===== src/rtl/wla_pkg.sv =====
// wla_pkg: shared types and constants for the windowed level alarm
// sensor offset, scaling table entries and configuration register indexes
// no dependencies
package wla_pkg;

	localparam int SENSOR_OFFSET     = 51;
	localparam int FULL_SCALE_TENTHS = 100;
	localparam int SpanCounts        = (SENSOR_OFFSET < 255) ? (255 - SENSOR_OFFSET) : 1;
	localparam int TenthsMax         = (FULL_SCALE_TENTHS > 127) ? 127 : FULL_SCALE_TENTHS;

	localparam int SAMPLE_W = 8;
	localparam int TENTHS_W = 7;
	localparam int CFG_W    = 8;
	localparam int CFG_IDX_W = 3;

	typedef enum logic [CFG_IDX_W-1:0] {
		CFG_HIGH_LEVEL    = 3'd0,
		CFG_LOW_LEVEL     = 3'd1,
		CFG_WINDOW_LENGTH = 3'd2,
		CFG_SET_COUNT     = 3'd3,
		CFG_CLEAR_COUNT   = 3'd4
	} cfg_index_t;

	localparam logic [CFG_W-1:0] RST_HIGH_LEVEL    = 8'd191;
	localparam logic [CFG_W-1:0] RST_LOW_LEVEL     = 8'd111;
	localparam logic [CFG_W-1:0] RST_WINDOW_LENGTH = 8'd30;
	localparam logic [CFG_W-1:0] RST_SET_COUNT     = 8'd21;
	localparam logic [CFG_W-1:0] RST_CLEAR_COUNT   = 8'd9;

	// output word bit positions
	localparam int OUT_HIGH_BIT   = 0;
	localparam int OUT_LOW_BIT    = 1;
	localparam int OUT_TENTHS_LSB = 2;
	localparam int OUT_USED_W     = OUT_TENTHS_LSB + TENTHS_W;
	localparam int OUT_W          = 16;

	typedef logic [TENTHS_W-1:0] tenths_t;

	// scaling table entry, evaluated at elaboration for each sample code
	function automatic tenths_t scale_entry(input int code);
		int v;
		v = 0;
		if (code >= SENSOR_OFFSET) begin
			if (SENSOR_OFFSET >= 255)
				v = FULL_SCALE_TENTHS;
			else
				v = ((code - SENSOR_OFFSET) * FULL_SCALE_TENTHS) / SpanCounts;
		end
		if (v > 127)
			v = 127;
		return tenths_t'(v);
	endfunction

endpackage


===== src/rtl/windowed_level_alarm.sv =====
// windowed_level_alarm: top level, sample window counting with hysteresis alarms
// depends on wla_pkg
//
// One result word per sample word, one word per clock sustained while the
// output is not stalled: a sample is captured in an input register, and from
// there the window counters, alarm flags and the scaled pressure (a constant
// table lookup) are computed and land in the output register when the output
// can take a word. While the output is stalled the input register takes one
// more word and then s_tready stays low until the output word moves.
// m_tlast marks the word that closed a window and m_tuser flags a sensor error.
// Configuration writes are meant for idle periods; window_length of zero
// means 256 samples, and lowering it mid-window closes the window on the
// next sample that reaches or passes the new length.
module windowed_level_alarm
	import wla_pkg::*;
(
	input  logic                 clk,
	input  logic                 arst_n,
	input  logic                 s_tvalid,
	output logic                 s_tready,
	input  logic [SAMPLE_W-1:0]  s_tdata,   // [7:0] sample
	output logic                 m_tvalid,
	input  logic                 m_tready,
	output logic [OUT_W-1:0]     m_tdata,   // [0] high_alarm, [1] low_alarm,
	                                        // [8:2] pressure_tenths, [15:9] zero
	output logic                 m_tlast,   // window_closed
	output logic                 m_tuser,   // [0] sensor_error
	input  logic                 cfg_we,
	input  logic [CFG_IDX_W-1:0] cfg_index,
	input  logic [CFG_W-1:0]     cfg_data
);

	logic [CFG_W-1:0] high_level_q, low_level_q, window_length_q, set_count_q, clear_count_q;
	logic [7:0] above_count_q, below_count_q, samples_in_window_q;
	logic       high_flag_q, low_flag_q;

	logic                valid_s1;
	logic [SAMPLE_W-1:0] sample_s1;
	logic                advance;

	tenths_t scale_lut [256];

	logic       is_high, is_low, closed, sensor_error, high_next, low_next;
	logic [7:0] above_inc, below_inc;
	logic [8:0] taken, len;
	tenths_t    tenths;

	for (genvar i = 0; i < 256; i++) begin : g_lut
		assign scale_lut[i] = scale_entry(i);
	end

	assign advance  = valid_s1 && (!m_tvalid || m_tready);
	assign s_tready = !valid_s1 || advance;

	always_comb begin
		is_high = sample_s1 > high_level_q;
		is_low  = !is_high && (sample_s1 < low_level_q);
		above_inc = (is_high && above_count_q != 8'hff) ? above_count_q + 8'd1 : above_count_q;
		below_inc = (is_low && below_count_q != 8'hff) ? below_count_q + 8'd1 : below_count_q;
		taken  = {1'b0, samples_in_window_q} + 9'd1;
		len    = (window_length_q == '0) ? 9'd256 : {1'b0, window_length_q};
		closed = taken >= len;
		if (above_inc > set_count_q)
			high_next = 1'b1;
		else if (above_inc < clear_count_q)
			high_next = 1'b0;
		else
			high_next = high_flag_q;
		if (below_inc > set_count_q)
			low_next = 1'b1;
		else if (below_inc < clear_count_q)
			low_next = 1'b0;
		else
			low_next = low_flag_q;
		if (!closed) begin
			high_next = high_flag_q;
			low_next  = low_flag_q;
		end
		sensor_error = {24'd0, sample_s1} < SENSOR_OFFSET;
		tenths = sensor_error ? '0 : scale_lut[sample_s1];
	end

	// control state and configuration
	always_ff @(posedge clk or negedge arst_n) begin
		if (!arst_n) begin
			high_level_q        <= RST_HIGH_LEVEL;
			low_level_q         <= RST_LOW_LEVEL;
			window_length_q     <= RST_WINDOW_LENGTH;
			set_count_q         <= RST_SET_COUNT;
			clear_count_q       <= RST_CLEAR_COUNT;
			above_count_q       <= '0;
			below_count_q       <= '0;
			samples_in_window_q <= '0;
			high_flag_q         <= 1'b0;
			low_flag_q          <= 1'b0;
			valid_s1            <= 1'b0;
			m_tvalid            <= 1'b0;
		end else begin
			if (cfg_we) begin
				case (cfg_index)
					CFG_HIGH_LEVEL:    high_level_q    <= cfg_data;
					CFG_LOW_LEVEL:     low_level_q     <= cfg_data;
					CFG_WINDOW_LENGTH: window_length_q <= cfg_data;
					CFG_SET_COUNT:     set_count_q     <= cfg_data;
					CFG_CLEAR_COUNT:   clear_count_q   <= cfg_data;
					default: ;
				endcase
			end
			if (s_tready)
				valid_s1 <= s_tvalid;
			if (advance) begin
				m_tvalid    <= 1'b1;
				high_flag_q <= high_next;
				low_flag_q  <= low_next;
				if (closed) begin
					above_count_q       <= '0;
					below_count_q       <= '0;
					samples_in_window_q <= '0;
				end else begin
					above_count_q       <= above_inc;
					below_count_q       <= below_inc;
					samples_in_window_q <= taken[7:0];
				end
			end else if (m_tready) begin
				m_tvalid <= 1'b0;
			end
		end
	end

	// payload registers
	always_ff @(posedge clk) begin
		if (s_tready && s_tvalid)
			sample_s1 <= s_tdata;
		if (advance) begin
			m_tdata <= {(OUT_W - OUT_USED_W)'(0), tenths, low_next, high_next};
			m_tlast <= closed;
			m_tuser <= sensor_error;
		end
	end

endmodule


===== config.mk =====
export PLATFORM = sky130hd
export DESIGN_NAME = windowed_level_alarm
export DESIGN_NICKNAME = d
export VERILOG_FILES = /design/src/rtl/wla_pkg.sv /design/src/rtl/windowed_level_alarm.sv
export SDC_FILE = /design/constraint.sdc
export NUM_CORES = 1
export LEC_CHECK = 0
export ABC_AREA = 1
export BUFFER_PORTS_ARGS = -buffer_cell sky130_fd_sc_hd__buf_4
export CAP_MARGIN = 30
export CORE_MARGIN = 4
export CORE_UTILIZATION = 36
export CTS_BUF_LIST = sky130_fd_sc_hd__clkbuf_4
export CTS_CLUSTER_SIZE = 12
export DETAILED_ROUTE_END_ITERATION = 8
export GPL_TIMING_DRIVEN = 1
export PLACE_DENSITY_LB_ADDON = 0.05
export RECOVER_POWER = 50
export SKIP_CTS_REPAIR_TIMING = 1
export SLEW_MARGIN = 20
export SYNTH_ARGS = -nofsm -noshare
export SYNTH_HDL_FRONTEND = slang
export SYNTH_SLANG_ARGS = --single-unit

===== constraint.sdc =====
create_clock -name clk -period 3.9 [get_ports clk]
set_input_delay 0.78 -clock clk [delete_from_list [all_inputs] [get_ports clk]]
set_output_delay 0.78 -clock clk [all_outputs]
set_load 0.01 [all_outputs]

==> results summary <==
In this run the worst setup path begins at sample_s1[5]. STA classifies the critical path endpoint as a flop. The maximum fanout encountered on the critical timing path came out at 12.

The class of the tightest hold or removal check is in -> async. The clock slew at the register clock pins of the worst setup and hold paths is 150 ps. The final total power came out at 3516 uW. The total global routing track utilization is 15.99%.

The number of instances in the synthesized netlist is 697. The detail route stage leaves a number of antenna-violating nets equal to 0. The areal power density over the cells is 544.0 nW/um^2. The via-per-instance ratio came out at 4.799.

The initial antenna violation count is 0. The final max-slew violation count came out at 0. Setup repair after global routing left no endpoint under its margin. The number of search-and-repair iterations in the first detailed-routing pass is 4.

In this run the vertical extent of the chip is 134.8 um. The area of the core came out at 15830 um^2. The share of the core filled with cells in the final layout came out at 40.84%.

The number of vias after detailed routing is 4602. For the final routed database, the setup TNS stands at 0 ps. The total setup violations reported at the end of the flow came out at 0. In this run the deepest clock path goes through 2 buffers. The final-layout fill cell count is 1626. IR analysis of the VDD net gives a maximum drop of 0.2400 mV.

For this run the aggregate overflow at the end of global routing stands at 0. The startpoint of the worst-slack reg-to-reg timing path is sample_s1[5]. The synthesized cell area came out at 5789 um^2. The actual slew at the worst max-slew pin came out at 1417 ps. The number of violations of the max-capacitance limit is 0. The area occupied by registers came out at 2300 um^2. The number of hold violations in the final report is 0.

In the final layout, the multi-input gates occupy 2914 um^2. The number of flip-flops in the largest register is 9. The library cell with the largest summed area after synthesis is sky130_fd_sc_hd__dfrtp_1.

The unique cell type count in the Yosys netlist is 46. The starting density of the core is 36.58%. The first global-routing pass estimated 22710 um of wire. The shortest clock period the worst path allows after layout came out at 3520 ps.

The number of cells on the worst reg-to-reg path is 19. The clock latency at the later pin of the worst-skew pair came out at 470 ps. The number of top-level pins is 44. The post-synthesis to final-layout area growth came out at 11.65%. By area the synthesized netlist is led by sky130_fd_sc_hd__dfrtp_1 (20%), sky130_fd_sc_hd__ha_1 (14%), sky130_fd_sc_hd__dfstp_2 (10%). The critical path is of the reg -> reg type. More flip-flops sit in one register than any other, and that register is m_tdata.

Detailed placement finished with a half-perimeter wire length of 10730 um. For the worst setup path, the data required time is 4120 ps. The data arrival time of the critical path is 3740 ps.

The main flop type after synthesis is sky130_fd_sc_hd__dfrtp_1. The part of the cycle the worst path needs is 90.25%. The number of global-route vias before repair was 4353. The minimum setup slack among reg-to-reg paths is 380 ps. Counting flops and latches in the post-synthesis netlist gives 87. The detail-routed net length per standard cell is 14.68 um.

In the synthesized netlist the async set-or-reset flop fraction comes to 78.16%. The portion of synthesized cell area occupied by the leading cell type came out at 19.88%. Clock tree synthesis selected as its root buffer the cell sky130_fd_sc_hd__clkbuf_4. The CTS tree is built. Each instance of the synthesized netlist takes up on average 8.306 um^2. The H-tree was split into 3 levels. At the end of routability-driven placement, the weighted congestion stood at 0.8328. The number of port buffers is 36. Yosys mapped a number of flops with a built-in enable equal to 19. In the routed design, unresolved DRC markers number 0. The overall die width came out at 134.8 um. For this run, the number of Yosys warnings is 0. The first routing iteration left 229 violations. The sequential fraction of the synthesis area came out at 39.72%.

The flow ran to the end, and the final reports show no timing, DRC or antenna violations. The analysis attributes to cell leakage a power of 0.003240 uW. The placement row count came out at 46.

The overall routed net length is 14080 um. The layout net count came out at 827. The fraction of layout cells with a size suffix above 1 came out at 15.36%. The worst clock skew came out at 15.74 ps.

The worst max-slew margin expressed relative to the limit is 5.529%. The area enclosed by the die boundary is 18170 um^2. The count of clock tree sinks came out at 87. The largest net degree at the start of global routing came out at 69. STA classifies the critical path startpoint as a flop. The highest attainable clock frequency is 284.1 MHz. The number of buffers created by CTS came out at 9.
-- power by group --
group | switching [uW] | leakage [uW] | internal (uW)
Clock | 349 | 0.0000786 | 260
Combinational | 967 | 0.00214 | 599
Sequential | 155 | 0.00102 | 1190
-- critical path, cell delays in order (launching register included) --
cell                       delay (ps)
sky130_fd_sc_hd__edfxtp_1         470
sky130_fd_sc_hd__buf_4            210
sky130_fd_sc_hd__ha_1             290
sky130_fd_sc_hd__nand2_1           70
sky130_fd_sc_hd__inv_1             50
sky130_fd_sc_hd__o21bai_4         100
sky130_fd_sc_hd__nand3_2           90
sky130_fd_sc_hd__a21oi_4          170
sky130_fd_sc_hd__nand2_4          110
sky130_fd_sc_hd__nor2_4           120
sky130_fd_sc_hd__nand3_2           90
sky130_fd_sc_hd__nor3_2           130
sky130_fd_sc_hd__xor2_1           200
sky130_fd_sc_hd__inv_1             90
sky130_fd_sc_hd__ha_1             290
sky130_fd_sc_hd__nand2_1           50
sky130_fd_sc_hd__inv_1             70
sky130_fd_sc_hd__nand3_1           60
sky130_fd_sc_hd__o311ai_0         470
sky130_fd_sc_hd__nand2_2          110
-- cell usage in the layout (no fill, tap or decap), drive strengths merged, types with 7 or more instances in the layout --
master / instances
nand3: 21
o21ai: 71
nand4: 8
nor2: 37
buf: 34
edfxtp: 19
o211ai: 7
o22ai: 14
conb: 7
clkbuf: 21
inv: 127
xor2: 16
dfrtp: 46
dfstp: 22
ha: 66
a21oi: 31
nand2: 154
nor3: 9
-- area by class of cell --
cell class                      count  share of cell area [%]
Tap cell                          216                   4.181
Timing Repair Buffer               46                   5.188
Sequential cell                    87                   35.58
Antenna cell                        1                 0.03871
Inverter                          127                   7.394
Clock buffer                        9                   1.045
Multi-Input combinational cell    466                   45.08
Clock inverter                      7                   1.491
-- path summary, 6_finish.rpt --
| check | to |
|---|---|
| setup / recovery | m_tdata[1] |
| hold / removal | below_count_q[7] |
| setup reg to reg | m_tdata[1] |
| hold reg to reg | high_level_q[5] |
| max in group asynchronous | valid_s1 |
| min in group clk | high_level_q[5] |
-- cell families after synthesis --
family / after synthesis / synth area share [%]
AOI/OAI and AO/OA: 142 / 14.39
other: 1 / 0.06477
buffers and inverters: 150 / 10.33
adders and majority gates: 66 / 14.26
and+or+nand+nor: 235 / 18.80
xor gates and xnor gates: 16 / 2.420
DFF: 87 / 39.72
-- metal layers --
metal | GRT usage (%) | share of wire (%) | up-vias
met1 | 24.24 | 52 | 2125
met3 | 2.496 | 3.9 | 16
met4 | 4.921 | 1.5 | 0
met2 | 23.35 | 43 | 97
met5 | 0 | 0 | -
li1 | - | - | 2364
-- cells in the mapped netlist, types with 6 or more instances --
master,instances
sky130_fd_sc_hd__nand2_1,143
sky130_fd_sc_hd__inv_1,122
sky130_fd_sc_hd__o21ai_0,69
sky130_fd_sc_hd__ha_1,66
sky130_fd_sc_hd__dfrtp_1,46
sky130_fd_sc_hd__nor2_1,33
sky130_fd_sc_hd__a21oi_1,30
sky130_fd_sc_hd__dfstp_2,22
sky130_fd_sc_hd__edfxtp_1,19
sky130_fd_sc_hd__nand3_1,16
sky130_fd_sc_hd__xor2_1,16
sky130_fd_sc_hd__o22ai_1,14
sky130_fd_sc_hd__clkbuf_1,12
sky130_fd_sc_hd__buf_4,8
sky130_fd_sc_hd__nand2_2,7
sky130_fd_sc_hd__nand4_1,7
sky130_fd_sc_hd__o211ai_1,7
sky130_fd_sc_hd__nor3_1,6
-- per-stage QoR --
step	setup slack, ps	cell area, um^2	hold WS (ps)	std cells
CTS	370.7	6464	421.2	957
detailed placement	397.5	6300	476.4	941
floorplan	764.2	5812	449.2	703
finish	380.4	6464	323.6	959
global placement	458.0	6300	470.8	941
global route	92.96	6461	362.6	958
Power figures use the tool's default switching activity.
